===== src/rtl/core/iqpa_pkg.sv =====
// ----------------------------------------------------------------------------
// iqpa_pkg
// Shared widths, constants and the arctangent table for the I/Q to
// phase and amplitude pipeline.
// ----------------------------------------------------------------------------
package iqpa_pkg;

  // CORDIC datapath widths
  localparam int XY_W = 44;   // x/y: sample << 24 plus CORDIC growth
  localparam int Z_W  = 34;   // Q30 angle accumulator with headroom
  localparam int ZC_W = 33;   // clamped angle, fits +/-pi in Q30

  localparam int ATAN_LEN = 24;

  localparam logic signed [Z_W-1:0] PI_Q30      = 34'sd3373259426;
  localparam logic signed [Z_W-1:0] HALF_PI_Q30 = 34'sd1686629713;

  // round(23040/pi * 2^16)
  localparam logic signed [29:0] DEG_PER_RAD_K = 30'sd480631834;

  localparam logic signed [19:0] HALF_TURN  = 20'sd23040;
  localparam logic signed [19:0] FULL_TURN  = 20'sd46080;
  localparam logic signed [19:0] TWO_PI_Q13 = 20'sd51472;

  // 25600^2, scales the squared magnitude to 1/256 percent before the root
  localparam logic [29:0] MAG_SCALE = 30'd655360000;
  localparam logic [30:0] MAG_ROUND = 31'd16383;

  // Fixed latencies of the post-CORDIC and magnitude units
  localparam int PHASE_LAT = 4;
  localparam int SQ_STEPS  = 31;
  localparam int MAG_LAT   = 3 + SQ_STEPS + 2;

  typedef struct packed {
    logic [17:0] phase_radians;
    logic [15:0] amplitude_percent;
    logic [17:0] phase_degrees;
  } result_t;

  // atan(2^-k) * 2^30, truncated
  function automatic logic [Z_W-1:0] atan_q30(input logic [4:0] idx);
    logic [Z_W-1:0] val;
    case (idx)
      5'd0:    val = 34'd843314856;
      5'd1:    val = 34'd497837829;
      5'd2:    val = 34'd263043836;
      5'd3:    val = 34'd133525158;
      5'd4:    val = 34'd67021686;
      5'd5:    val = 34'd33543515;
      5'd6:    val = 34'd16775850;
      5'd7:    val = 34'd8388437;
      5'd8:    val = 34'd4194282;
      5'd9:    val = 34'd2097149;
      5'd10:   val = 34'd1048575;
      5'd11:   val = 34'd524287;
      5'd12:   val = 34'd262143;
      5'd13:   val = 34'd131071;
      5'd14:   val = 34'd65535;
      5'd15:   val = 34'd32767;
      5'd16:   val = 34'd16383;
      5'd17:   val = 34'd8191;
      5'd18:   val = 34'd4095;
      5'd19:   val = 34'd2047;
      5'd20:   val = 34'd1023;
      5'd21:   val = 34'd511;
      5'd22:   val = 34'd255;
      5'd23:   val = 34'd127;
      default: val = '0;
    endcase
    return val;
  endfunction

endpackage


===== src/rtl/core/iqpa_mag.sv =====
// ----------------------------------------------------------------------------
// iqpa_mag
// Magnitude in 1/256 percent of full scale: squares, scaling multiply,
// one-bit-per-stage integer square root and rounded divide by 32767.
// ----------------------------------------------------------------------------
module iqpa_mag (
  input  logic               clk,
  input  logic               en,
  input  logic signed [15:0] i_sample,
  input  logic signed [15:0] q_sample,
  output logic        [15:0] amplitude_percent
);
  import iqpa_pkg::*;

  logic signed [31:0] ii_nxt;
  logic signed [31:0] qq_nxt;
  logic        [30:0] ii_r;
  logic        [30:0] qq_r;
  logic        [31:0] s_r;
  logic        [61:0] rdc0_r;

  logic        [31:0] rem_r  [0:SQ_STEPS-1];
  logic        [30:0] root_r [0:SQ_STEPS-1];
  logic        [61:0] rdc_r  [0:SQ_STEPS-1];

  logic        [30:0] n_r;
  logic        [62:0] quo;
  logic        [15:0] amp_r;

  assign ii_nxt = i_sample * i_sample;
  assign qq_nxt = q_sample * q_sample;

  always_ff @(posedge clk) begin
    if (en) begin
      ii_r   <= ii_nxt[30:0];
      qq_r   <= qq_nxt[30:0];
      s_r    <= 32'(ii_r) + 32'(qq_r);
      rdc0_r <= s_r * MAG_SCALE;
    end
  end

  for (genvar j = 0; j < SQ_STEPS; j++) begin : g_sq
    logic [31:0] rem_in;
    logic [30:0] root_in;
    logic [61:0] rdc_in;
    logic [33:0] cur;
    logic [33:0] trial;

    if (j == 0) begin : g_first
      assign rem_in  = '0;
      assign root_in = '0;
      assign rdc_in  = rdc0_r;
    end else begin : g_next
      assign rem_in  = rem_r[j-1];
      assign root_in = root_r[j-1];
      assign rdc_in  = rdc_r[j-1];
    end

    // bring down the next two radicand bits and try the next root bit
    assign cur   = {rem_in, rdc_in[61:60]};
    assign trial = {1'b0, root_in, 2'b01};

    always_ff @(posedge clk) begin
      if (en) begin
        if (cur >= trial) begin
          rem_r[j]  <= 32'(cur - trial);
          root_r[j] <= {root_in[29:0], 1'b1};
        end else begin
          rem_r[j]  <= cur[31:0];
          root_r[j] <= {root_in[29:0], 1'b0};
        end
        rdc_r[j] <= {rdc_in[59:0], 2'b00};
      end
    end
  end

  // n / 32767 for n < 2^31: n * (2^31 + 2^16 + 3) >> 46
  assign quo = 63'({n_r, 31'b0}) + 63'({n_r, 16'b0}) + 63'({n_r, 1'b0}) + 63'(n_r);

  always_ff @(posedge clk) begin
    if (en) begin
      n_r   <= root_r[SQ_STEPS-1] + MAG_ROUND;
      amp_r <= quo[61:46];
    end
  end

  assign amplitude_percent = amp_r;

endmodule


===== config.mk =====
export PLATFORM = sky130hd
export DESIGN_NAME = iqpa_mag
export DESIGN_NICKNAME = d
export VERILOG_FILES = /design/src/rtl/core/iqpa_pkg.sv /design/src/rtl/core/iqpa_mag.sv
export SDC_FILE = /design/constraint.sdc
export NUM_CORES = 2
export LEC_CHECK = 0
export ABC_AREA = 0
export BUFFER_PORTS_ARGS = -buffer_cell sky130_fd_sc_hd__buf_2
export CORE_MARGIN = 5
export CORE_UTILIZATION = 30
export DETAILED_ROUTE_END_ITERATION = 6
export GPL_TIMING_DRIVEN = 0
export PLACE_DENSITY = 0.51
export SETUP_SLACK_MARGIN = 0.5
export SYNTH_ARGS = -nofsm -noshare
export SYNTH_HDL_FRONTEND = slang
export SYNTH_SLANG_ARGS = --single-unit

===== constraint.sdc =====
create_clock -name clk -period 15.7 [get_ports clk]
set_clock_uncertainty 0.05 [all_clocks]
set_input_delay 4.71 -clock clk [delete_from_list [all_inputs] [get_ports clk]]
set_output_delay 4.71 -clock clk [all_outputs]
set_load 0.01 [all_outputs]

# After elaboration in Yosys (flattened, before gate mapping)
# Memory sizes are Yosys's and may differ from the RTL's.
# Cells that the tools add are included.
# W data, S select, Z words.
# word_totals
elab_cells	391
ram_bits	3813
ff_bits	183
input_bits	34
n_memories	3
# op_classes
bitwise_logic	62
order_cmp	31
n_mux	250
multipliers	3
add_sub_neg	36
# mem_list
memory	depth	width	read_ports	rd_ports_with_merged_regs	write_ports	line_no	rtl
rdc_r	31	60	30	0	31	iqpa_mag.sv:24	logic [61:0] rdc_r [0:SQ_STEPS-1];
rem_r	31	32	30	0	31	iqpa_mag.sv:22	logic [31:0] rem_r [0:SQ_STEPS-1];
root_r	31	31	31	0	31	iqpa_mag.sv:23	logic [30:0] root_r [0:SQ_STEPS-1];
# ops
cell	n
$ge A34 B33 Y1	30
$mux W32	31
$mux W31	31
$sub A32 B32 Y32	30
$mux W1	188
$add A62 B31 Y62	1
$add A62 B32 Y62	1
$add A62 B47 Y62	1
$mul A16 B16 Y31	2
$or A1 B1 Y1	62
$mul A32 B10 Y42 const B	1
$add A31 B31 Y32	1
$add A31 B14 Y31 const B	1
$sub A2 B1 Y3 const B	1
$ge A2 B1 Y1 const B	1

# Logic depth before layout (Yosys ltp)
# An unclocked memory read counts as a cell.
# logic_depth
ltp_word	6
mapped_depth	27
depth_no_buf	25

# Worst setup path after synthesis
# No wires, ideal clock.
# synth_timing
path_kind	input to register
start	input port i_sample[1]
end	register ii_r[29] (data pin)
setup_slack_ns	4.719
t_arrival_ns	10.665
path_stages	23
path_buffers	2
setup_time_ns	0.266
required_time_ns	15.384
cell_sequence	clkbuf_1 clkbuf_1 nand2_1 fa_1 fa_1 fa_1 inv_1 fa_1 fa_1 inv_1 fa_1 inv_1 ha_1 a21o_1 a21o_1 a21o_1 a41o_1 a311o_1 nand2_1 a21boi_0 a21o_1 o41ai_1 xnor2_1
# synth_between
elab_chain_len	1
# synth_rtl
item	line_no	rtl
from (decl)	iqpa_mag.sv:9	input logic signed [15:0] i_sample,
$mul A16 B16 Y31	iqpa_mag.sv:30	assign ii_nxt = i_sample * i_sample;
via ii_nxt[29]	iqpa_mag.sv:15	logic signed [31:0] ii_nxt;
to (signal assigned)	iqpa_mag.sv:35	ii_r <= ii_nxt[30:0];
to (decl)	iqpa_mag.sv:17	logic [30:0] ii_r;
# The timed path passes the listed nets, and every way through them passes these cells.
# A chain may end at the register's enable or synchronous reset.

# Worst setup path after layout
# layout_timing
start	input port q_sample[4]
end	register qq_r[28] (data pin)
# layout_between
elab_chain_len	1
# layout_rtl
item	line_no	rtl
from (decl)	iqpa_mag.sv:10	input logic signed [15:0] q_sample,
$mul A16 B16 Y31	iqpa_mag.sv:31	assign qq_nxt = q_sample * q_sample;
via qq_nxt[28]	iqpa_mag.sv:16	logic signed [31:0] qq_nxt;
to (signal assigned)	iqpa_mag.sv:36	qq_r <= qq_nxt[30:0];
to (decl)	iqpa_mag.sv:18	logic [30:0] qq_r;
# The timed path passes the listed nets, and every way through them passes these cells.

==> metrics <==
drt total wl 265 mm; RSZ-0062 raised after global routing false; WP data required between 15 and 20 ns; Final period util 76.9%; Post-Syn Instances 10900; yosys warns 0; effective utilization at floorplan 30.2%; Slew headroom 19.3%; EDFF count, synth 2003; minimum clock period 12.07 ns; synthesis-to-layout area growth 12.2%; Via Count 76500; Multi-input gate area between 50000 and 60000 µm²; Resized cells post-CTS 0; Hold Startpoint rdc_r[0][714]$_DFFE_PP_; die area 426000 µm²; Hold Vio Cnt, Final 0; H-tree level count 4; fin cells 16800; asr flop ratio synth 0%; Hold-fix buffers, CTS 0; Worst EP arrival approximately 13 ns; Clk Tree Root Cell clkbuf_16; Seq. cell area 60200 µm²; sequential cell area fraction in the yosys report 48.6%; startpoint types primary input; CTS tree built; ys flop type edfxtp_1; worst-path maximum fanout 10; Vias/cell 4.56; clock slew at reported path FFs 0.06 ns; initial antenna violation count 3; outcome completed; total negative slack 0 ns; post-layout util approximately a third; Die Ht between 600 and 700 µm; Final setup violation count 0; Tot GR Track Use 12.3%; setup bufs post-CTS 0; DP Cell Count 16400; Placeable Area 410000 µm²; clk buf depth 4; HPWL Detailed 208 mm; critical path type in -> reg; die span in x 652 µm; largest net degree at the start of global routing 126; worst min path class reg -> reg; MaxCap Viol Count 0; Tightest Pin Transition between 1 and 1.5 ns; count of cell types in the netlist 94; Yosys reg bits ~2000; Layout Nets between 10000 and 15000; Final Slew Violations 0; CP endpoint kind register; grt ovf 0; row cnt 235; Detail Route Antenna Nets 0; first-pass GRT wire length 426 mm; Mapped Avg Cell Area 11.4 µm²; gp weighted congestion roughly 0.86; RR Startpoint s_r[4]$_DFFE_PP_; vias in the first global route 78100; crit path launch q_sample[4]; f_max 82.9 MHz; drt first-iter violations 3967; CTS buffer count 220; Avg WL per Cell ~16 µm; share of cells above drive strength 1 5.83%; hold_ws 0.312 ns; number of clock sinks roughly 2000; later-pin clock latency in the skew report between 0.9 and 1 ns; DRT Pass-1 Iters 7; # IOs 50; DRC errors left 0; Post-Syn Area approximately 120000 µm²; Syn Nets 12400; Layout fillers slightly above 40000; Port Buffers 46
==> sequential cells by signal, summed over array words and instances (netlist names) <==
signal / cells
amplitude_percent: 16
g_sq.rdc_in: 42
ii_r: 30
n_r: 31
qq_r: 30
rdc_r: 420
rem_r: 907
root_r: 496
s_r: 32
==> critical path, cell delays in order <==
cell and delay (ns):
buf_2 0.17, clkbuf_1 0.63, clkbuf_1 0.64, nand2_1 0.18, fa_1 0.65, inv_1 0.07
fa_1 0.46, fa_1 0.52, fa_1 0.53, fa_1 0.54, inv_1 0.05, fa_1 0.53
inv_1 0.05, ha_1 0.37, nand2_1 0.09, nor2_1 0.35, nand3_1 0.15, o21a_1 0.20
o2111ai_1 0.14, o2111ai_1 0.26, a311oi_1 0.69, a31oi_1 0.28, o311ai_0 0.38
==> per-layer routing <==
layer | routed length, µm | GRT usage, % | vias up | part of all wire (%)
met5 | 7 | 0 | - | 0.0026
met2 | 133000 | 22.2 | 1011 | 50
li1 | - | - | 38400 | -
met4 | 8970 | 3.92 | 2 | 3.4
met1 | 114000 | 15.1 | 36600 | 43
met3 | 9200 | 1.64 | 411 | 3.5
==> stage by stage <==
step / area (µm²) / setup slack (ns)
CTS: 139000 / 3.73
floorplan: 124000 / 4.72
finish: 139000 / 3.63
global route: 139000 / 3.31
global placement: 131000 / -5.97
detailed placement: 131000 / 2.75
==> synthesized netlist by cell type, drive strengths merged (90+ instances only) <==
cell type	number	share of area [%]
clkbuf	168	0.51
nor4	111	0.58
a21o	266	1.6
o21a	115	0.70
nand2b	128	0.65
a21oi	526	2.1
fa	569	9.2
or3	96	0.50
edfxtp	2003	49
nor3	242	0.99
inv	1654	5.0
ha	908	9.2
xnor2	478	3.4
nand3	147	0.59
mux2	106	0.96
nor2b	90	0.45
nand2	790	2.4
o21ai	533	2.2
xor2	433	3.1
nor2	577	1.7
==> final timing paths <==
kind	endpoint	slack [ns]	depth (start not counted)
min reg2reg	rdc_r[0][776]$_DFFE_PP_	0.31	0
max	qq_r[28]$_DFFE_PP_	3.63	23
max reg2reg	g_sq[0].rdc_in[44]$_DFFE_PP_	9.60	18
min	rdc_r[0][776]$_DFFE_PP_	0.31	0
==> area by class of cell <==
cell class              count  area share (%)
well taps                5451            4.91
clock buffers             261            4.11
repair buffers             73           0.589
flip-flops and latches   2004            43.3
plain buffers             197           0.588
multi-input cells        7000            40.8
diodes                      1         0.00180
clock inverters           148            1.22
inverters                1657            4.48
==> logic make-up (layout without fill, tap and decap cells) <==
| family | count (synthesis) | in the layout | share of synthesized area [%] |
|---|---|---|---|
| muxes | 118 | 118 | 1.06 |
| DFF | 2004 | 2004 | 48.6 |
| adders and majority gates | 1477 | 1477 | 18.4 |
| and+or+nand+nor | 2589 | 2589 | 10.2 |
| buffers and inverters | 1854 | 2336 | 5.65 |
| AOI/OAI and AO/OA | 1905 | 1905 | 9.62 |
| xor gates and xnor gates | 911 | 911 | 6.45 |
| other | 0 | 1 | 0 |
==> layout by cell type, fill, tap and decap left out, drive strengths merged, types with 90 or more instances in the layout <==
master	instances
a21o	266
a21oi	526
buf	102
clkbuf	429
clkinv	90
edfxtp	2003
fa	569
ha	908
inv	1667
mux2	106
nand2	790
nand2b	128
nand3	147
nor2	577
nor2b	90
nor3	242
nor4	111
o21a	115
o21ai	533
or3	96
xnor2	478
xor2	433
Power is left out: the tool's default activity adds up to more than one toggle a clock period on the data nets, which glitch-free logic cannot reach.
