## src/rtl/core/iqpa_delay.sv

```systemverilog
// ----------------------------------------------------------------------------
// iqpa_delay
// Enable-gated delay line that aligns the shorter datapath with the longer.
// ----------------------------------------------------------------------------
module iqpa_delay #(
  parameter int WIDTH = 16,
  parameter int DEPTH = 1
) (
  input  logic             clk,
  input  logic             en,
  input  logic [WIDTH-1:0] d,
  output logic [WIDTH-1:0] q
);

  if (DEPTH == 0) begin : g_none
    assign q = d;
  end else begin : g_line
    logic [WIDTH-1:0] tap_r [0:DEPTH-1];

    always_ff @(posedge clk) begin
      if (en) begin
        tap_r[0] <= d;
        for (int k = 1; k < DEPTH; k++) begin
          tap_r[k] <= tap_r[k-1];
        end
      end
    end

    assign q = tap_r[DEPTH-1];
  end

endmodule

```

## config.mk

```make
export PLATFORM = sky130hd
export DESIGN_NAME = iqpa_delay
export DESIGN_NICKNAME = d
export VERILOG_FILES = /design/src/rtl/core/iqpa_delay.sv
export SDC_FILE = /design/constraint.sdc
export NUM_CORES = 1
export LEC_CHECK = 0
export BUFFER_PORTS_ARGS = -buffer_cell sky130_fd_sc_hd__buf_2
export CAP_MARGIN = 20
export CORE_MARGIN = 5
export CORE_UTILIZATION = 37
export DETAILED_ROUTE_END_ITERATION = 7
export PLACE_DENSITY = 0.74
export SYNTH_ARGS = -nofsm -noshare
export SYNTH_HDL_FRONTEND = slang
export SYNTH_SLANG_ARGS = --single-unit
```

## constraint.sdc

```tcl
create_clock -name clk -period 0.8 [get_ports clk]
set_input_delay 0.12 -clock clk [delete_from_list [all_inputs] [get_ports clk]]
set_output_delay 0.12 -clock clk [all_outputs]
set_load 0.03 [all_outputs]
```

# --- Word level (Yosys, flattened, before mapping) ---
# Memory sizes are Yosys's and may differ from the RTL's.
# Index checks and enable logic that the tools add are counted.
classes:
  mux: 2
ops:
  columns: ["cell", "n"]
  rows:
  - ["2-to-1 mux 1 bit", 2]
totals:
  ff_bits: 0
  input_bits: 18
  ram_bits: 16
  n_memories: 1
mem_list:
  columns: ["memory", "depth", "width", "read_ports", "rd_clocked_by_memory_dff", "wr", "line_no", "source"]
  rows:
  - ["g_line.tap_r", 1, 16, 1, 0, 1, "18", "logic [WIDTH-1:0] tap_r [0:DEPTH-1];"]

# --- Longest topological paths before layout ---
# Gate-level depths: netlist of run 1.
logic_depth:
  ltp_word: 2
  mapped_depth: 0

# --- Worst setup path after synthesis of run 1 ---
# No wires, ideal clock.
synth_path:
  path_type: "reg2out"
  startpoint: "memory g_line.tap_r[0][0]"
  endpoint: "output q[0]"
  required_ns: 0.680
  path_buffers: 0
  slack_ns: 0.184
  stages_incl_launch_ff: 1
  t_arrival_ns: 0.496
  path_cell_list: "edfxtp_1"
synth_via:
  elab_chain_len: 1
synth_lines:
  columns: ["item", "line_no", "source"]
  rows:
  - ["from (decl)", "18", null]
  - ["memory read (1 x 16 bit)", null, null]
  - ["to (decl)", "12", "output logic [WIDTH-1:0] q"]
# No other way between the ends.

# --- Worst setup path in the final report of run 1 ---
layout_path:
  startpoint: "memory g_line.tap_r[0][13]"
  endpoint: "output q[13]"
# Same word-level chain as after synthesis.

==> results.ini, run 1 <==
[layout]
area_growth_pct=69.5
multi_input_area_sq_um=0
layout-drive-gt1-share=0.704
num_antenna_cells=0
fin_nets=74
final_util=0.642
top_register=g_line.tap_r
largest_reg_flops=16
top_regs=g_line.tap_r (16)
num-fill-cells=93
multi_input_gates=0

[detailed_routing]
first_pass_iters=2
drt-met1-wl_um=261
wl_per_cell_um=12.6
drt_iter0_markers=1
wl_met3_um=110
drc=0
drtAntennaViolNets=0
topRoutingLayerUsed=met4
via_per_inst=4.25
wirelength_um=872
routed-wl-met2_um=470
num_vias=293

[logic_synthesis]
yosys_warnings=0
synthesis.instances=16
synth_most_common_cell=edfxtp_1
synth_flop_cell=edfxtp_1
synthArstFlopShare=0
synth_area_per_cell_sq_um=30.0
netlist_top_cells_count=edfxtp_1 (16)
yosysTopAreaCell=edfxtp_1
synth_top_area_frac=1.00
yosysSeqAreaShare=1.00
synthTopCellsByArea=edfxtp_1 (100%)
yosys_register_bits=16
synth_cell_type_count=1
synth.net_count=34
synth_edf_count=16
netlist_area_sq_um=480

[global_routing]
grt_max_degree=12
grt_pass1_wl_um=1290
antenna_found_initial=0
grt_overflow=0
globalRouteTotalUtil=0.0978
grt_pass1_vias=281

[clock_network]
clk_path_buf_depth=2
cts_made_buffers=3
clkTransAtPathRegs_ns=0.08
htree_levels=1
cts_tree=done
cts_sinks=16
ctsRootBufferMaster=clkbuf_4
postCtsHoldBufs=0

[pwr]
ir_worst_vdd_mv=1.31
seq_power_share=0.588
combPwrFrac=0.192
powerDensity_nw_per_um2=2140
netSwitchingPower_mw=0.413
clkPwrFrac=0.219
switching_share=0.237
leakagePower_nw=0.348
p_int_mw=1.33

[flow_run]
maxCapViolations=0

[place]
dpl_worst_slack_ns=0.128
portBuffers=33
place_congestion=0.621

[floorplanning]
fp.dieH_um=46.0
initial_core_util=0.379
coreArea_sq_um=1270
die_w_um=46.0
ios=34
rows=13
dieArea_sq_um=2120

[setup_path]
critPathRequiredTime_ns=0.68
end_kind=output pin
path_class=flip-flop to output pin
critPathTopFamily=flip-flops
crit_fanout=1
path_depth=1
cpMaxStageDelayCell=edfxtp_1
critPathMaxStageDelay_ns=0.40
cp_cell_sequence=buf_6
crit_arrival_ns=0.82
worst-path-buf-inv=1
start_kind=flip-flop

[timing]
fmax_mhz=1060
slew_headroom=0.939
grt_setup_unrepaired=true
drv_slew=0
setup_viol=16
fin_crit_ns=0.945
worst_hold_slack_ns=0.0191
tightest_slew_ns=0.0908
setup_slack_ns=-0.145
fin_crit_sh=1.18
hold_violations=0

[outcome]
status=finished with violations
violations=negative setup slack

[min_path]
hold_class=input port to flip-flop
whs_path_depth=1

## final timing paths
kind,from,to
worst max-delay path,g_line.tap_r[0][13],q[13]
worst min-delay path,d[4],g_line.tap_r[0][4]
## per-stage QoR
step | area, sq um | setup TNS, ns | std cells | power (mW)
finish | 815 | -2.02 | 69 | 1.74
global placement | 692 | 0 | 66 | 1.29
CTS | 815 | -2.23 | 69 | 1.76
global route | 815 | -2.64 | 69 | 1.82
floorplan | 480 | 0 | 16 | 1.17
detailed placement | 692 | 0 | 66 | 1.29
## power groups by stage
stage / logic [mW] / clock network (mW) / registers [mW]
CTS: 0.339 / 0.398 / 1.03
detailed placement: 0.267 / 0 / 1.03
finish: 0.335 / 0.381 / 1.02
floorplan: 0 / 0 / 1.17
global route: 0.352 / 0.434 / 1.03
global placement: 0.262 / 0 / 1.03
## layout make-up
cell class,instances,area [sq um],area share
clock buffers,3,22.5,0.0276
flip-flops and latches,16,480,0.590
repair buffers,35,293,0.359
well taps,15,18.8,0.0230
## cells in the final DEF, fill, tap and decap left out
cell type / instances
buf_6: 16
buf_2: 17
buf_12: 1
edfxtp_1: 16
clkbuf_4: 3
buf_4: 1
## cells by family after synthesis
family,after synthesis,share of synthesized area
DFF,16,1.00
## metal layers
metal,global-route usage,up-vias
li1,-,143
met1,0.0900,129
met2,0.159,17
met3,0.0435,4
met4,0.0852,0
met5,0,-
## what timing repair did
item | CTS | global route
hold endpoints to repair | 0 | 0
setup buffers | 0 | 0
resized for setup | 32 | 0
endpoints found under the setup margin | 16 | 16
pin swaps | 0 | 0
Note: power is estimated with default switching activity, not from simulation.
==> run 2, diff against run 1 <==
==> constraint.sdc (replaced) <==
create_clock -name clk -period 0.8 [get_ports clk]
set_input_delay 0.12 -clock clk [delete_from_list [all_inputs] [get_ports clk]]
set_output_delay 0.12 -clock clk [all_outputs]
set_load 0.02 [all_outputs]
==> run 2 against run 1 <==
  * The run still ends with negative setup slack left
  * First-iteration DRC count rose to 3.0 times the previous value
  * Sequential power barely moved
  * Via count fell by 0.34%
  * Routed wire length rose by 1.4%
  * Clock-buffer cell count did not move
  * Sequential share of layout area rose by 6.5 points
  * Total power fell by 6.7%
  * Non-clock buffer count did not move
  * Global-route usage fell by 0.43 points
  * Fmax rose by 0.13%
  * Worst hold slack got worse by 0.0036 ns
  * Critical endpoint is now q[2]
  * Largest power group unchanged
  * Highest routed layer is now met3
==> results.ini, run 2 (synthesis gave the netlist of run 1 again) <==
[outcome]
status=finished with violations
violations=negative setup slack

[detailed_routing]
wl_per_cell_um=12.8
first_pass_iters=5
via_per_inst=4.23
num_vias=292
drc=0
drtAntennaViolNets=0
drt_iter0_markers=3
wirelength_um=884

[layout]
num-fill-cells=113
num_antenna_cells=0
layout_common_cells=buf_2 (30), edfxtp_1 (16), clkbuf_4 (3), buf_6 (3)
finalNonFillerCells=69
fin_nets=74
final_util=0.578
final_common_cell=buf_2
largest_reg_flops=16
multi_input_area_sq_um=0
layout-drive-gt1-share=0.704
area_growth_pct=52.6
top_regs=g_line.tap_r (16)
top_register=g_line.tap_r
multi_input_gates=0

[setup_path]
end_kind=output pin
cpMaxStageDelayCell=edfxtp_1
start_kind=flip-flop
endpoint=q[2]
crit_arrival_ns=0.82
crit_fanout=1
critPathTopFamily=flip-flops
critPathMaxStageDelay_ns=0.40
cp_cell_sequence=buf_6
worst-path-buf-inv=1
critPathRequiredTime_ns=0.68
path_depth=1
path_class=flip-flop to output pin
startpoint=g_line.tap_r[0][2]

[floorplanning]
die_w_um=46.0
fp.dieH_um=46.0
initial_core_util=0.379
rows=13
coreArea_sq_um=1270
ios=34
dieArea_sq_um=2120

[clock_network]
cts_tree=done
clkTransAtPathRegs_ns=0.08
cts_sinks=16
postCtsHoldBufs=0
clk_path_buf_depth=2
cts_made_buffers=3
htree_levels=1
ctsRootBufferMaster=clkbuf_4
cts_setup_buffers=0

[timing]
tightest_slew_ns=0.113
drv_slew=0
worst_hold_slack_ns=0.0155
hold_violations=0
fin_crit_ns=0.943
grt_setup_unrepaired=true
fin_crit_sh=1.18
setup_viol=16
setup_slack_ns=-0.143
slew_headroom=0.925
fmax_mhz=1060

[global_routing]
grt_overflow=0
antenna_found_initial=0
grt_pass1_vias=291
grt_pass1_wl_um=1320
grt_max_degree=12
globalRouteTotalUtil=0.0934

[flow_run]
maxCapViolations=0

[place]
place_congestion=0.618
portBuffers=33
dpl_worst_slack_ns=0.130
dp_hpwl_um=718
place_inst=66

[min_path]
hold_class=input port to flip-flop
hp-start=d[4]

[pwr]
ir_worst_vdd_mv=1.01
powerDensity_nw_per_um2=2210
leakagePower_nw=0.321
total_power_mw=1.62

[run 2: worst min path at each step]
stage,end,slack (ns),depth (start not counted)
floorplan,g_line.tap_r[0][0],0.22,0
global placement,g_line.tap_r[0][4],0.30,1
detailed placement,g_line.tap_r[0][4],0.30,1
CTS,g_line.tap_r[0][7],0.008,1
global route,g_line.tap_r[0][13],0.003,1
finish,g_line.tap_r[0][4],0.02,1
[run 2: timing repair]
item	in CTS	in global routing
hold endpoints to repair	0	0
gates resized for setup	4	2
endpoints found under the setup margin	16	16
[run 2: layout make-up]
cell class | count | area (sq um) | area share
clock buffer | 3 | 22.5 | 0.0307
sequential | 16 | 480 | 0.655
tap | 15 | 18.8 | 0.0256
timing repair buffer | 35 | 211 | 0.288
[run 2: layer usage]
layer | part of all wire | global-route usage
met3 | 0.12 | 0.0316
met4 | 0 | 0.0511
met1 | 0.30 | 0.0918
met2 | 0.57 | 0.168
met5 | 0 | 0
[run 2: stage by stage]
step / area, sq um / setup TNS, ns
detailed placement: 692 / 0
global route: 733 / -2.48
global placement: 692 / 0
finish: 733 / -1.84
CTS: 727 / -2.09
floorplan: 480 / 0
[run 2: power breakdown]
group	switching (mW)	leakage (nW)	internal, mW
sequential	0.0152	0.157	0.995
clock	0.212	0.0138	0.174
combinational	0.131	0.150	0.0970
total	0.358	0.321	1.27
==> run 3, diff against run 2 <==
--- a/config.mk
+++ b/config.mk
@@ -10,7 +10,7 @@
 export CORE_MARGIN = 5
 export CORE_UTILIZATION = 37
 export DETAILED_ROUTE_END_ITERATION = 7
-export PLACE_DENSITY = 0.74
+export PLACE_DENSITY_LB_ADDON = 0.3
 export SYNTH_ARGS = -nofsm -noshare
 export SYNTH_HDL_FRONTEND = slang
 export SYNTH_SLANG_ARGS = --single-unit
==> run 3 against run 2 <==
  * Routed wire length shrank 2.6%
  * Global-route usage down 1.1 points
  * The flow still finishes with violations (negative setup slack)
  * Utilization rose by 3.6 points
  * Sequential power about the same
  * Critical path depth stayed put
==> results.ini, run 3 (synthesis gave the netlist of run 1 again) <==
[outcome]
status=finished with violations
violations=negative setup slack

[timing]
fin_crit_ns=0.943
hold_violations=0
setup_slack_ns=-0.143
tightest_slew_ns=0.326
slew_headroom=0.783
fin_crit_sh=1.18
fmax_mhz=1060
setup_viol=16
drv_slew=0
grt_setup_unrepaired=true

[clock_network]
clkTransAtPathRegs_ns=0.08
cts_tree=done
ctsRootBufferMaster=clkbuf_4
clk_path_buf_depth=2
cts_made_buffers=3
cts_setup_buffers=0
cts_sinks=16
htree_levels=1

[layout]
fin_nets=74
top_regs=g_line.tap_r (16)
final_common_cell=buf_2
largest_reg_flops=16
multi_input_area_sq_um=0
seq_area_sq_um=480
layout_common_cells=buf_2 (22), edfxtp_1 (16), buf_6 (11)
top_register=g_line.tap_r
layout-drive-gt1-share=0.655
finalNonFillerCells=70
num-fill-cells=90
multi_input_gates=0
area_growth_pct=62.2
num_antenna_cells=0

[detailed_routing]
num_vias=289
drtAntennaViolNets=0
drc=0
wl_per_cell_um=12.3
drt_iter0_markers=5
first_pass_iters=4
wirelength_um=861
via_per_inst=4.13

[flow_run]
maxCapViolations=0

[setup_path]
critPathMaxStageDelay_ns=0.40
cpMaxStageDelayCell=edfxtp_1
critPathTopFamily=flip-flops
start_kind=flip-flop
crit_arrival_ns=0.82
end_kind=output pin
path_class=flip-flop to output pin
worst-path-buf-inv=1
cp_cell_sequence=buf_6
critPathRequiredTime_ns=0.68
path_depth=1
crit_fanout=1

[global_routing]
grt_overflow=0
antenna_found_initial=0
grt_pass1_wl_um=1130
grt_pass1_vias=265
grt_max_degree=17
globalRouteTotalUtil=0.0820

[place]
portBuffers=33
place_inst=64
dpl_worst_slack_ns=0.0334
place_congestion=0.624

[pwr]
ir_worst_vdd_mv=1.24
leakagePower_nw=0.333
powerDensity_nw_per_um2=2150

[floorplanning]
dieArea_sq_um=2120
ios=34
die_w_um=46.0
initial_core_util=0.379
coreArea_sq_um=1270
fp.dieH_um=46.0
rows=13

[min_path]
whs_path_depth=1
hold_class=input port to flip-flop

==> run 3: changes by cell type in the layout (fill, tap and decap cells not counted) <==
cell           previous run  this run
buf_2                    30        22
buf_12                    1         0
clkinv_1                  0         1
dlygate4sd3_1             0         2
buf_4                     1         0
buf_6                     3        11
==> run 3: layout make-up <==
| cell class | instances | area share |
|---|---|---|
| repair buffers | 35 | 0.326 |
| clock buffers | 3 | 0.0289 |
| well taps | 15 | 0.0241 |
| flip-flops and latches | 16 | 0.616 |
| clock inverters | 1 | 0.00482 |
==> run 3: metrics by stage <==
stage	util	power (mW)	cell area (sq um)	hold WS, ns	setup TNS [ns]
2_1_floorplan	-	1.12	480	0.219	0
3_3_place_gp	0.524	1.23	664	0.297	0
3_5_place_dp	0.524	1.23	664	0.298	0
4_1_cts	0.564	1.66	716	0.00157	-2.26
5_1_grt	0.614	1.75	779	0.00136	-2.61
6_report	0.614	1.68	779	0.0146	-1.98
==> run 3: worst paths after layout <==
check                           from                   to  slack, ns
setup / recovery  g_line.tap_r[0][5]                 q[5]      -0.14
hold / removal                 d[15]  g_line.tap_r[0][15]       0.01
==> run 3: layer usage <==
| layer | vias up | GRT usage | wire [um] |
|---|---|---|---|
| met2 | 15 | 0.135 | 500 |
| met5 | - | 0 | 0 |
| met1 | 130 | 0.0793 | 278 |
| li1 | 142 | - | - |
| met4 | 0 | 0.0682 | 4 |
| met3 | 2 | 0.0316 | 78 |
==> run 3: report_power, final <==
part	leakage, nW	total (mW)	internal [mW]	switching, mW
clock	0.0154	0.406	0.181	0.225
combinational	0.161	0.254	0.126	0.128
sequential	0.157	1.02	0.996	0.0237
total	0.333	1.68	1.30	0.377
==> run 3: repair_timing <==
item                                   in CTS  in global routing
resized for setup                           8                 14
setup endpoints to repair                  16                 16
pin swaps                                   0                  0
hold buffers                                0                  2
endpoints found under the hold margin       0                  2
