==> src/rtl/core/iqpa_pkg.sv <==
// ----------------------------------------------------------------------------
// iqpa_pkg
// Shared widths, constants and the arctangent table for the I/Q to
// phase and amplitude pipeline.
// ----------------------------------------------------------------------------
package iqpa_pkg;

  // CORDIC datapath widths
  localparam int XY_W = 44;   // x/y: sample << 24 plus CORDIC growth
  localparam int Z_W  = 34;   // Q30 angle accumulator with headroom
  localparam int ZC_W = 33;   // clamped angle, fits +/-pi in Q30

  localparam int ATAN_LEN = 24;

  localparam logic signed [Z_W-1:0] PI_Q30      = 34'sd3373259426;
  localparam logic signed [Z_W-1:0] HALF_PI_Q30 = 34'sd1686629713;

  // round(23040/pi * 2^16)
  localparam logic signed [29:0] DEG_PER_RAD_K = 30'sd480631834;

  localparam logic signed [19:0] HALF_TURN  = 20'sd23040;
  localparam logic signed [19:0] FULL_TURN  = 20'sd46080;
  localparam logic signed [19:0] TWO_PI_Q13 = 20'sd51472;

  // 25600^2, scales the squared magnitude to 1/256 percent before the root
  localparam logic [29:0] MAG_SCALE = 30'd655360000;
  localparam logic [30:0] MAG_ROUND = 31'd16383;

  // Fixed latencies of the post-CORDIC and magnitude units
  localparam int PHASE_LAT = 4;
  localparam int SQ_STEPS  = 31;
  localparam int MAG_LAT   = 3 + SQ_STEPS + 2;

  typedef struct packed {
    logic [17:0] phase_radians;
    logic [15:0] amplitude_percent;
    logic [17:0] phase_degrees;
  } result_t;

  // atan(2^-k) * 2^30, truncated
  function automatic logic [Z_W-1:0] atan_q30(input logic [4:0] idx);
    logic [Z_W-1:0] val;
    case (idx)
      5'd0:    val = 34'd843314856;
      5'd1:    val = 34'd497837829;
      5'd2:    val = 34'd263043836;
      5'd3:    val = 34'd133525158;
      5'd4:    val = 34'd67021686;
      5'd5:    val = 34'd33543515;
      5'd6:    val = 34'd16775850;
      5'd7:    val = 34'd8388437;
      5'd8:    val = 34'd4194282;
      5'd9:    val = 34'd2097149;
      5'd10:   val = 34'd1048575;
      5'd11:   val = 34'd524287;
      5'd12:   val = 34'd262143;
      5'd13:   val = 34'd131071;
      5'd14:   val = 34'd65535;
      5'd15:   val = 34'd32767;
      5'd16:   val = 34'd16383;
      5'd17:   val = 34'd8191;
      5'd18:   val = 34'd4095;
      5'd19:   val = 34'd2047;
      5'd20:   val = 34'd1023;
      5'd21:   val = 34'd511;
      5'd22:   val = 34'd255;
      5'd23:   val = 34'd127;
      default: val = '0;
    endcase
    return val;
  endfunction

endpackage

==> src/rtl/core/iqpa_phase.sv <==
// ----------------------------------------------------------------------------
// iqpa_phase
// Angle post-processing: clamp, conversion to Q2.13 radians and 1/128
// degree, range shift and flip correction against the desired phase.
// ----------------------------------------------------------------------------
module iqpa_phase (
  input  logic                               clk,
  input  logic                               en,
  input  logic signed [iqpa_pkg::Z_W-1:0]    z_in,
  input  logic                               zero_in,
  input  logic signed [16:0]                 desired_phase,
  output logic signed [17:0]                 phase_degrees,
  output logic signed [17:0]                 phase_radians
);
  import iqpa_pkg::*;

  logic signed [ZC_W-1:0] zc_nxt;
  logic signed [ZC_W-1:0] zc_r;
  logic signed [46:0]     ph_r;
  logic        [44:0]     pl_r;
  logic signed [17:0]     rad_r;
  logic signed [17:0]     rad2_r;
  logic signed [17:0]     deg_r;
  logic signed [17:0]     deg_out_r;
  logic signed [17:0]     rad_out_r;

  logic signed [Z_W-1:0]  rad_sum;
  logic signed [62:0]     prod;
  logic signed [19:0]     dp;
  logic signed [19:0]     deg_sh;
  logic signed [19:0]     rad_sh;
  logic signed [19:0]     diff;
  logic signed [19:0]     deg_fix;

  // stage 1: clamp to [-pi, pi], zero vector gives zero
  always_comb begin
    if (zero_in) begin
      zc_nxt = '0;
    end else if (z_in > PI_Q30) begin
      zc_nxt = PI_Q30[ZC_W-1:0];
    end else if (z_in < -PI_Q30) begin
      zc_nxt = ZC_W'(-PI_Q30);
    end else begin
      zc_nxt = z_in[ZC_W-1:0];
    end
  end

  // stage 2: split the degree product into two partial products
  assign rad_sum = Z_W'(zc_r) + 34'sd65536;

  // stage 3: sum partials and round half up at bit 46
  assign prod = $signed({ph_r, 16'b0}) + $signed({18'b0, pl_r}) + (63'sd1 <<< 45);

  // stage 4: range shift, then one flip toward the desired phase
  always_comb begin
    dp     = 20'(desired_phase);
    deg_sh = 20'(deg_r);
    rad_sh = 20'(rad2_r);
    if (dp >= HALF_TURN) begin
      deg_sh = deg_sh + FULL_TURN;
      rad_sh = rad_sh + TWO_PI_Q13;
    end
    if (dp <= -HALF_TURN) begin
      deg_sh = deg_sh - FULL_TURN;
      rad_sh = rad_sh - TWO_PI_Q13;
    end
    diff    = dp - deg_sh;
    deg_fix = deg_sh;
    if (diff > HALF_TURN) begin
      deg_fix = deg_sh + FULL_TURN;
    end
    if (diff < -HALF_TURN) begin
      deg_fix = deg_sh - FULL_TURN;
    end
  end

  always_ff @(posedge clk) begin
    if (en) begin
      zc_r      <= zc_nxt;
      ph_r      <= $signed(zc_r[ZC_W-1:16]) * DEG_PER_RAD_K;
      pl_r      <= zc_r[15:0] * DEG_PER_RAD_K[28:0];
      rad_r     <= {rad_sum[Z_W-1], rad_sum[Z_W-1:17]};
      rad2_r    <= rad_r;
      deg_r     <= {prod[62], prod[62:46]};
      deg_out_r <= deg_fix[17:0];
      rad_out_r <= rad_sh[17:0];
    end
  end

  assign phase_degrees = deg_out_r;
  assign phase_radians = rad_out_r;

endmodule

==> config.mk <==
export PLATFORM = sky130hd
export DESIGN_NAME = iqpa_phase
export DESIGN_NICKNAME = d
export VERILOG_FILES = /design/src/rtl/core/iqpa_pkg.sv /design/src/rtl/core/iqpa_phase.sv
export SDC_FILE = /design/constraint.sdc
export NUM_CORES = 1
export LEC_CHECK = 0
export BUFFER_PORTS_ARGS = -buffer_cell sky130_fd_sc_hd__buf_2
export CORE_MARGIN = 1.5
export CORE_UTILIZATION = 45
export DETAILED_ROUTE_END_ITERATION = 16
export PLACE_DENSITY = 0.63
export SKIP_CTS_REPAIR_TIMING = 1
export SLEW_MARGIN = 10
export SYNTH_ARGS = -nofsm -noshare
export SYNTH_HDL_FRONTEND = slang
export SYNTH_SLANG_ARGS = --single-unit
export TNS_END_PERCENT = 10
==> constraint.sdc <==
create_clock -name clk -period 8.8 [get_ports clk]
set_clock_uncertainty 0.2 [all_clocks]
set_input_delay 0.44 -clock clk [delete_from_list [all_inputs] [get_ports clk]]
set_output_delay 0.44 -clock clk [all_outputs]
set_load 0.05 [all_outputs]
After elaboration in Yosys (flattened, before gate mapping) --
Cells that the tools add are included.
Operators by class: add/subtract/negate cells 10, multipliers 2, $lt $le $gt $ge 6, multiplexer cells 8, reductions and logical operators 2
Operators by type and width (number):
- $mux W18 | 4
- $add A63 B46 Y63 | 1
- $add A63 B47 Y63 const B | 1
- $mul A17 B29 Y46 const B | 1
- $mul A16 B28 Y44 const B | 1
- $mux W20 | 2
- $add A17 B17 Y18 const B | 2
- $sub A18 B17 Y18 const B | 2
- $add A33 B18 Y34 const B | 1
- $gt A34 B33 Y1 const B | 1
- $lt A34 B33 Y1 const B | 1
- $mux W33 | 1
- $mux W32 | 1
- $gt A20 B16 Y1 const B | 1
- $lt A20 B16 Y1 const B | 1
- $sub A17 B20 Y20 | 1
- $sub A20 B17 Y20 const B | 1
- $add A18 B17 Y18 const B | 1
- $ge A17 B16 Y1 const B | 1
- $le A17 B16 Y1 const B | 1
- $reduce_or A3 Y1 | 1
- $reduce_or A2 Y1 | 1
Storage, ports and cells: register bits after elaboration 210, input port bits 54, output and inout bits 36, word-level logic and storage cells 38

Logic depth before layout (Yosys ltp) --
Gate-level depths: netlist of the first run.
depth in word-level cells 8, gate-level depth with buffers 27, mapped depth without buffers 26

Least setup slack after synthesis of the first run --
Ideal clock, no wire load.
kind register to register, start point register zc_r[30], end point register ph_r[45], data pin, library setup time 0.259 ns, arrival time 6.189 ns, data required time 8.341 ns, setup slack 2.151 ns, cell stages (with the launch flop) 26, buffers on the path 1, clock period less this slack 6.649 ns, path through edfxtp_1 > fa_1 > fa_1 > inv_1 > fa_1 > fa_1 > inv_1 > fa_1 > inv_1 > fa_1 > inv_1 > ha_1 > clkbuf_1 > a21o_1 > a21o_1 > a21o_1 > a21oi_1 > nor2b_1 > o21ai_0 > nand2b_1 > a21o_1 > a22o_1 > o41ai_1 > o21ai_0 > o21ai_0 > xnor2_1
On the way: longest elaborated chain between the ends 1
Ends and longest elaborated chain:
- start: declaration | line iqpa_phase.sv:18 | logic signed [ZC_W-1:0] zc_r;
- start signal: assignment | line iqpa_phase.sv:79 | zc_r <= zc_nxt;
- $mul A17 B29 Y46 | line iqpa_phase.sv:80 | ph_r <= $signed(zc_r[ZC_W-1:16]) * DEG_PER_RAD_K;
- end signal: assignment | line iqpa_phase.sv:80
- end: declaration | line iqpa_phase.sv:19 | logic signed [46:0] ph_r;
No other way between the ends. A chain may end at the register's enable or synchronous reset.

Worst setup path in the final report of the first run --
start point register zc_r[18], end point register ph_r[45], data pin
Same word-level chain as after synthesis.

==> results by stage, run 1 <==
Yosys:
- The fraction of the yosys area taken by sequential cells is 0.2354.
- The simple-gate share of the synthesized area is 0.06652.
- Synthesis produced a netlist whose cell count is 2338.
- The area fraction in compound gates after synthesis is 0.09690.
- Of the post-synthesis cell area, the part taken by muxes is 0.001668.
- The xor-xnor portion of the synthesized cell area is 0.05449.
- In the synthesized netlist, the cells that appear most often are 537 x sky130_fd_sc_hd__inv_1, 419 x sky130_fd_sc_hd__ha_1, 306 x sky130_fd_sc_hd__fa_1.
- Of all flip-flops after synthesis, the portion carrying an async set or reset was 0.
- In the post-synthesis netlist, the biggest area contributors are sky130_fd_sc_hd__fa_1 25%, sky130_fd_sc_hd__edfxtp_1 24%, sky130_fd_sc_hd__ha_1 21%, sky130_fd_sc_hd__inv_1 8.1%, sky130_fd_sc_hd__xnor2_1 3.8%.
- The unique cell type count in the Yosys netlist is 71.
- The largest area contributor in the netlist is sky130_fd_sc_hd__fa_1.
- Yosys instantiated no cell more often than sky130_fd_sc_hd__inv_1.
- The number of enable-type register cells in the synthesized netlist is 194.
- For this run, the leading register cell type out of synthesis is sky130_fd_sc_hd__edfxtp_1.
- The number of nets handed over by synthesis was 3117.
- The cell area after technology mapping is 24750 um2.
- The share of synthesized area in the top cell type comes to 0.2475.
- The adder-cell area share of the yosys netlist is 0.4593.
- Counting flops and latches in the post-synthesis netlist gives 194.
- The warning count from the yosys run is 0.
- The mean cell area of the mapped netlist is 10.59 um2.
- By area, the combinational part of the netlist is dominated by adder cells.

Timing:
- The highest clock rate is 134.0 MHz.
- The final total negative setup slack is 0 ns.
- The final critical-path required period is 7.465 ns.
- The relative slew slack is 0.2664.
- The portion of the clock cycle consumed by the worst path in the final layout is 0.8483.
- The total count of hold-check failures in the final report was 0.
- Setup repair after global routing left no endpoint under its margin.
- The final number of max-transition violations is 0.
- Setup violations remaining at the end of the flow were counted as 0.
- The actual transition at the worst max-transition pin is 1.098 ns.

Final layout:
- The fraction of layout cells with a size suffix above 1 is 0.06148.
- From synthesis to final layout, the design area changed by 7.562%.
- The filler cells instantiated in the layout total 4964.
- The final-stage net count is 3206.

Floorplan:
- The number of placement rows is 85.
- For this configuration, the core starts out at a cell density of 0.4573.
- Measured along the x axis, the die boundary spans 237.5 um.
- From bottom edge to top edge, the die measures 237.5 um.
- After floorplanning, the core was sized to cover 54130 um2.
- The die covers 56420 um2.
- Pin placement for this block handled 90 I/O pins.

Detailed routing:
- In this run, the number of DRC markers left after iteration 0 of detailed routing was 917.
- The total length of routed wires is 64.45 mm.
- The per-cell routed wire length is 20.53 um.
- The first TritonRoute pass finished after 5 iterations.
- The via count is 16472.
- The residual antenna-violating net count after detailed routing is 0.
- The ratio of routed vias to standard cells is 5.248.
- After detailed routing, the number of remaining DRC violations is 0.

Setup path:
- In this run the register-to-register setup slack is 1.33 ns.
- STA classifies the critical path endpoint as a flop.
- For the worst setup path, the data arrival time is 7.49 ns.
- Measured in cells, the most critical reg-to-reg path has a length of 23.
- Of all nets on the critical path, the largest fanout is 8.
- The kind of launch point of the worst setup path is a flop.
- The required time of the critical path is 8.82 ns.
- The worst register-to-register path begins at zc_r[18].
- In this run the critical register-to-register path is captured at ph_r[45].
- The kind of critical path is flop to flop.

Min path:
- The path type of the worst min-delay path is primary input to flop.
- The worst hold path begins at z_in[21].
- The endpoint of the worst hold-timing path is zc_r[21].
- The worst hold path stage count is 2.

Clock network:
- For the worst-skew pair, the clock arrives at the later sink with an insertion delay of 0.49 ns.
- Clock-pin slew was measured on the worst setup and hold paths at 0.08 ns.
- The total clock sinks is 194.
- The maximum root-to-sink buffer count is 2.
- Buffers inserted during clock tree synthesis total 17.
- TritonCTS built the clock tree.
- The maximum level of the CTS H-tree is 4.
- The cell sitting at the root of the clock tree is a sky130_fd_sc_hd__clkbuf_16.

Global routing:
- The initial antenna violation count is 11.
- The total congestion overflow is 0.
- The number of global-route vias before repair is 16874.
- Across every metal layer, demand over resource in global routing totals 0.2340.
- Entering global routing, the biggest net connects 116 pins.
- The global-route wire length before repair is 98.03 mm.

Status:
- The flow ran to the end, and the final reports show no timing, DRC or antenna violations.

Place:
- Routability-driven placement finished with a final weighted congestion of 0.9362.
- Once detailed placement completed, the half-perimeter wirelength came to 56.00 mm.
- During placement, the flow inserted port buffers numbering 89.

Job:
- Across the run, the number of max-cap violations was 0.
-- layer usage --
layer | part of all wire | global-route usage | up-vias | wire length [um]
li1 | - | - | 7918 | -
met1 | 0.48 | 0.3344 | 8091 | 30960
met2 | 0.44 | 0.3555 | 405 | 28040
met4 | 0.020 | 0.06157 | 0 | 1268
met5 | 0 | 0 | - | 0
met3 | 0.065 | 0.05679 | 58 | 4182
-- layout make-up --
| cell class | instances | area [um2] | area share |
|---|---|---|---|
| Clock inverter | 14 | 172.7 | 0.006485 |
| Tap cell | 696 | 870.8 | 0.03271 |
| Multi-Input combinational cell | 1582 | 16800 | 0.6311 |
| Clock buffer | 18 | 429.2 | 0.01612 |
| Sequential cell | 194 | 5826 | 0.2188 |
| Antenna cell | 3 | 7.507 | 0.0002820 |
| Inverter | 537 | 2016 | 0.07571 |
| Timing Repair Buffer | 95 | 499.2 | 0.01875 |
-- metrics by stage --
stage          setup slack [ns]  hold WS [ns]  utilization  cells  instance area, um2
2_1_floorplan             2.152        0.2003            -   2338               24750
5_1_grt                  0.9558       0.07810       0.4918   3138               26620
4_1_cts                   1.352       0.05684       0.4917   3136               26620
3_3_place_gp              1.596        0.2017       0.4806   3104               26020
6_report                  1.335       0.09306       0.4918   3139               26620
3_5_place_dp              1.371        0.2056       0.4806   3104               26020
-- registers in the layout, summed over array words and instances (netlist names) --
signal / cells
phase_degrees: 18
rad_r: 17
zc_r: 33
phase_radians: 18
pl_r: 28
rad2_r: 17
deg_r: 17
ph_r: 46
-- worst max-delay path, cell delays in order (launching register included) --
cell,delay (ns)
sky130_fd_sc_hd__edfxtp_1,0.56
sky130_fd_sc_hd__fa_1,0.70
sky130_fd_sc_hd__inv_1,0.08
sky130_fd_sc_hd__fa_1,0.52
sky130_fd_sc_hd__inv_1,0.05
sky130_fd_sc_hd__ha_1,0.27
sky130_fd_sc_hd__inv_1,0.05
sky130_fd_sc_hd__fa_1,0.49
sky130_fd_sc_hd__inv_1,0.06
sky130_fd_sc_hd__fa_1,0.50
sky130_fd_sc_hd__fa_1,0.49
sky130_fd_sc_hd__ha_1,0.39
sky130_fd_sc_hd__a211o_1,0.29
sky130_fd_sc_hd__a21oi_1,0.13
sky130_fd_sc_hd__o2bb2ai_1,0.07
sky130_fd_sc_hd__a21oi_1,0.25
sky130_fd_sc_hd__o21ai_0,0.24
sky130_fd_sc_hd__a221oi_1,0.57
sky130_fd_sc_hd__o22ai_1,0.26
sky130_fd_sc_hd__a22o_1,0.28
sky130_fd_sc_hd__o41ai_1,0.38
sky130_fd_sc_hd__o21ai_0,0.15
sky130_fd_sc_hd__o21ai_0,0.12
sky130_fd_sc_hd__xnor2_1,0.10
-- cells by family after synthesis --
logic type,Yosys count
AO/OA/AOI/OAI,354
buffers and inverters,562
multiplexers,4
flip-flops,194
AND/OR/NAND/NOR,348
adder cells (fa/ha/maj),725
XOR/XNOR,151
-- how the worst max path moves through the flow --
stage                     startpoint        to
after floorplan             zc_r[30]  ph_r[45]
after global placement      zc_r[18]  ph_r[45]
after detailed placement    zc_r[18]  ph_r[45]
after CTS                   zc_r[18]  ph_r[45]
after global routing        zc_r[18]  ph_r[45]
final                       zc_r[18]  ph_r[45]
-- cells in the final DEF, fill, tap and decap left out, types with 4 or more instances in the layout --
cell type                   count
sky130_fd_sc_hd__a2111oi_0      9
sky130_fd_sc_hd__a211o_1       10
sky130_fd_sc_hd__a211oi_1       8
sky130_fd_sc_hd__a21o_1        44
sky130_fd_sc_hd__a21oi_1       86
sky130_fd_sc_hd__a31o_2         5
sky130_fd_sc_hd__a31oi_1       13
sky130_fd_sc_hd__and2_1         7
sky130_fd_sc_hd__and3_1        13
sky130_fd_sc_hd__buf_2         88
sky130_fd_sc_hd__buf_4          6
sky130_fd_sc_hd__clkbuf_16     17
sky130_fd_sc_hd__clkinv_8       4
sky130_fd_sc_hd__edfxtp_1     194
sky130_fd_sc_hd__fa_1         306
sky130_fd_sc_hd__ha_1         419
sky130_fd_sc_hd__inv_1        537
sky130_fd_sc_hd__nand2_1      100
sky130_fd_sc_hd__nand2b_1      19
sky130_fd_sc_hd__nand3_1       32
sky130_fd_sc_hd__nand4_1       14
sky130_fd_sc_hd__nor2_1        91
sky130_fd_sc_hd__nor2b_1       22
sky130_fd_sc_hd__nor3_1        23
sky130_fd_sc_hd__nor4_1         8
sky130_fd_sc_hd__o211ai_1       4
sky130_fd_sc_hd__o21a_1        33
sky130_fd_sc_hd__o21ai_0       60
sky130_fd_sc_hd__o21bai_1      17
sky130_fd_sc_hd__o22ai_1        9
sky130_fd_sc_hd__o31a_1         4
sky130_fd_sc_hd__o31ai_1        6
sky130_fd_sc_hd__o41ai_1        4
sky130_fd_sc_hd__or2_2          7
sky130_fd_sc_hd__or3_1          4
sky130_fd_sc_hd__xnor2_1      106
sky130_fd_sc_hd__xor2_1        43
Power of run 1 is not shown: default switching activity piles up to over one toggle a cycle in this logic, so the estimate is an artifact.
==> run 2, diff against run 1 <==
Settings changed: ABC_AREA set to 1, PLACE_DENSITY 0.63 to 0.65.
Clock period 8.8 ns to 6.4 ns, I/O delays scaled along.
==> run 2 against run 1 <==
  * The run now ends with hold timing left
  * Utilization up 0.93 points
  * Sequential share of layout area is 1.4 points lower
  * Sequential cell count unchanged
  * Critical endpoint unchanged
  * Register-to-register slack got worse by 1.1 ns
  * Critical path depth shrank 1
  * Design area is 7.0% higher
  * Hold slack got worse by 0.12 ns
  * Largest cell class unchanged
  * Via count rose by 16%
==> results by stage, run 2 <==
Yosys:
- The number of enable-type register cells in the synthesized netlist is 194.
- The unique cell type count in the Yosys netlist is 55.
- Synthesis produced a netlist whose cell count is 2752.
- In the synthesized netlist, the cells that appear most often are 639 x sky130_fd_sc_hd__inv_1, 419 x sky130_fd_sc_hd__ha_1, 329 x sky130_fd_sc_hd__nand2_1.
- For this run, the register share of the synthesized area comes to 0.2237.
- In the synthesized netlist the async set-or-reset flop fraction comes to 0.
- Sorting the synthesized cells by area gives the leading types as sky130_fd_sc_hd__fa_1 24%, sky130_fd_sc_hd__edfxtp_1 22%, sky130_fd_sc_hd__ha_1 20%, sky130_fd_sc_hd__inv_1 9.2%, sky130_fd_sc_hd__nand2_1 4.7%.
- The number of nets handed over by synthesis was 3531.
- Of the post-synthesis cell area, the dominant cell type holds 0.2353.
- sky130_fd_sc_hd__fa_1 takes more of the synthesized area than any other cell.
- In the synthesized netlist the dominant register cell turns out to be sky130_fd_sc_hd__edfxtp_1.
- The mean cell area of the mapped netlist is 9.461 um2.
- The cell area that synthesis handed to floorplanning was 26040 um2.
- The most instantiated library cell after synthesis is sky130_fd_sc_hd__inv_1.
- The warning count from the yosys run is 0.
- The number of synthesized register bits is 194.

Final layout:
- The register with the most flip-flops in the final layout is ph_r.
- Leaving out fill and tap cells, the most frequent cells in the layout are 639 x sky130_fd_sc_hd__inv_1, 418 x sky130_fd_sc_hd__ha_1, 329 x sky130_fd_sc_hd__nand2_1.
- The commonest non-fill, non-tap cell in the layout is sky130_fd_sc_hd__inv_1.
- The multi-input combinational cells in the finished layout cover a total of 17760 um2.
- The sequential cell area is 5826 um2.
- The final design utilization is 0.5012.
- The largest registers in the layout are ph_r (46), zc_r (33), pl_r (28).
- The fraction of layout cells with a size suffix above 1 is 0.08471.
- The final-layout fill cell count is 5320.
- The register with the most flip-flops in the layout has 46 of them.
- The final-stage net count is 3683.
- The number of antenna repair diodes is 0.
- The relative area change from synthesis to final layout is 9.376%.

Global routing:
- In the global route stage, met3 resource usage came out at 0.04704.
- The number of global-route vias before repair came to 20088.
- The largest net degree at the start of global routing is 83.
- The first global-routing pass estimated 111.5 mm of wire.
- Across every metal layer, demand over resource in global routing totals 0.2468.
- The global-route track usage on met1 is 0.3454.
- The total congestion overflow is 0.
- For met2 alone, demand over resource in global routing was 0.3986.
- The initial antenna violation count is 1.
- The highest-utilization routing layer at the global route stage is met2.

Setup path:
- The maximum cell stage delay along the critical path is 0.61 ns.
- The worst setup path is of the flop to flop kind.
- The worst setup path is launched from a flop.
- The required time of the critical path is 6.44 ns.
- The arrival time of data at the critical path endpoint is 6.21 ns.
- Of all nets on the critical path, the largest fanout is 8.
- The endpoint class of the critical path is a flop.
- The slowest cell on the critical path is sky130_fd_sc_hd__fa_1.
- By instance count, the cell type seen most on the critical path is sky130_fd_sc_hd__inv_1.
- Traced cell by cell, the critical path runs through buf_4 -> ha_1 -> inv_1 -> fa_1 -> inv_1 -> fa_1 -> fa_1 -> inv_1 -> fa_1 -> inv_1 -> fa_1 -> inv_1 -> ha_2 -> nand2_1 -> nor2_1 -> inv_1 -> nor4_4 -> nand3b_1 -> o2111ai_2 -> nand2_1 -> o311ai_0 -> xor2_1.

Clock network:
- TritonCTS built the clock tree.
- The clock-pin slew of the registers on the worst-case setup and hold paths is 0.09 ns.
- The total clock buffers created by CTS is 17.
- The clock passes through at most 2 buffers.
- The later pin in the worst-skew pair is clocked with a latency of 0.50 ns.
- The clock drives 194 sinks.
- The tree is rooted in a sky130_fd_sc_hd__clkbuf_16.
- The H-tree was split into 4 levels.

Detailed routing:
- The number of design rule violations left after detail routing is 0.
- The first routing iteration left 1187 violations.
- The ratio of routed vias to standard cells is 5.213.
- The routed layout has 19143 vias.
- In this run the remaining antenna-violating nets after routing total 0.
- The total length of routed wires is 70.98 mm.
- The pre-antenna-repair detailed-routing pass consisted of 7 iterations.
- After detailed routing, the average wire length per cell comes to 19.33 um.

Timing:
- The final number of max-transition violations is 0.
- After layout, the minimum clock period comes to 6.163 ns.
- For the pin with the worst max-slew slack, the measured transition is 0.8878 ns.
- In the finished design, the share of the clock period the worst path needs comes to 0.9629.
- Derived from the worst setup path, the maximum achievable clock frequency is 162.3 MHz.
- Across all hold checks on the routed design, the worst slack comes to -0.03122 ns.
- The relative slew slack is 0.4027.
- The total count of hold-check failures in the final report was 1.
- The final total negative setup slack is 0 ns.
- Setup repair after global routing could not meet its margin everywhere.
- Setup violations remaining at the end of the flow were counted as 0.

Status:
- The checks that failed: hold timing.
- The run finished, with violations left.

Min path:
- The path class of the tightest hold or removal check is primary input to flop.

Place:
- The last weighted congestion value of the routability-driven placer is 0.9748.
- The half-perimeter wire length after detailed placement is 61.96 mm.
- The count of buffers inserted at the top-level ports is 89.

Floorplan:
- The die width is 243.5 um.
- The initialized floorplan defines 87 standard-cell rows.
- For this configuration, the core starts out at a cell density of 0.4582.
- The core region is 56820 um2.
- The die footprint is 59310 um2.
- The height of the die is 243.5 um.
- 90 I/O pins were placed.

Job:
- The count of max-cap constraint violations is 0.
==> run 2: cell count changes in the layout (fill, tap and decap cells not counted), sizes merged, moves of 37 or more <==
| cell | previous run | this run |
|---|---|---|
| nand2 | 100 | 365 |
| inv | 541 | 655 |
| a21oi | 86 | 181 |
| xnor2 | 108 | 38 |
| nand3 | 32 | 97 |
| xor2 | 43 | 107 |
| nor2 | 91 | 148 |
| buf | 94 | 138 |
| a21o | 44 | 7 |
==> run 2: worst max-delay path: cells and delay by family (launching register included) <==
family                   cells  cell delay, ns
flip-flops                   1            0.48
adder cells (fa/ha/maj)      7            3.43
AND/OR/NAND/NOR              5            0.73
XOR/XNOR                     1            0.11
AO/OA/AOI/OAI                2            0.26
buffers and inverters        7            0.69
==> run 2: final cells by class <==
class	instances	area share
clock buffers	17	0.01494
repair buffers	143	0.03054
clock inverters	14	0.007250
multi-input cells	1898	0.6235
well taps	756	0.03322
flip-flops and latches	194	0.2046
inverters	650	0.08594
==> run 2: routing by layer <==
| metal | share of wire | up-vias | wire length [um] |
|---|---|---|---|
| met2 | 0.46 | 507 | 32330 |
| met1 | 0.47 | 9380 | 33230 |
| met4 | 0.014 | 0 | 998 |
| met5 | 0 | - | 0 |
| met3 | 0.062 | 58 | 4427 |
| li1 | - | 9198 | - |
==> run 2: cell families after synthesis <==
| family | share of synthesized area |
|---|---|
| fa+ha+maj | 0.4366 |
| simple gates | 0.1209 |
| buf+inv | 0.09616 |
| compound gates | 0.07204 |
| flops | 0.2237 |
| xor+xnor | 0.04979 |
| mux | 0.0007689 |
==> run 2: worst paths after layout <==
kind              slack, ns  cells past startpoint  startpoint          to
setup reg to reg       0.24                     22    zc_r[31]    ph_r[45]
hold / removal        -0.03                      3     z_in[3]     zc_r[3]
setup / recovery       0.24                     22    zc_r[31]    ph_r[45]
hold reg to reg        0.22                      0   rad_r[13]  rad2_r[13]
==> run 2: stage by stage <==
| step | hold slack (ns) | area, um2 | worst slack, ns | std cells |
|---|---|---|---|---|
| floorplan | 0.2003 | 26040 | 0.4875 | 2752 |
| global placement | 0.2016 | 27730 | 0.06403 | 3634 |
| detailed placement | 0.2045 | 27730 | 0.1215 | 3634 |
| CTS | -0.1057 | 28360 | 0.1198 | 3665 |
| global route | 0.01258 | 28480 | -0.07262 | 3672 |
| finish | -0.03122 | 28480 | 0.2374 | 3672 |
Power of run 2 is left out for the same reason.
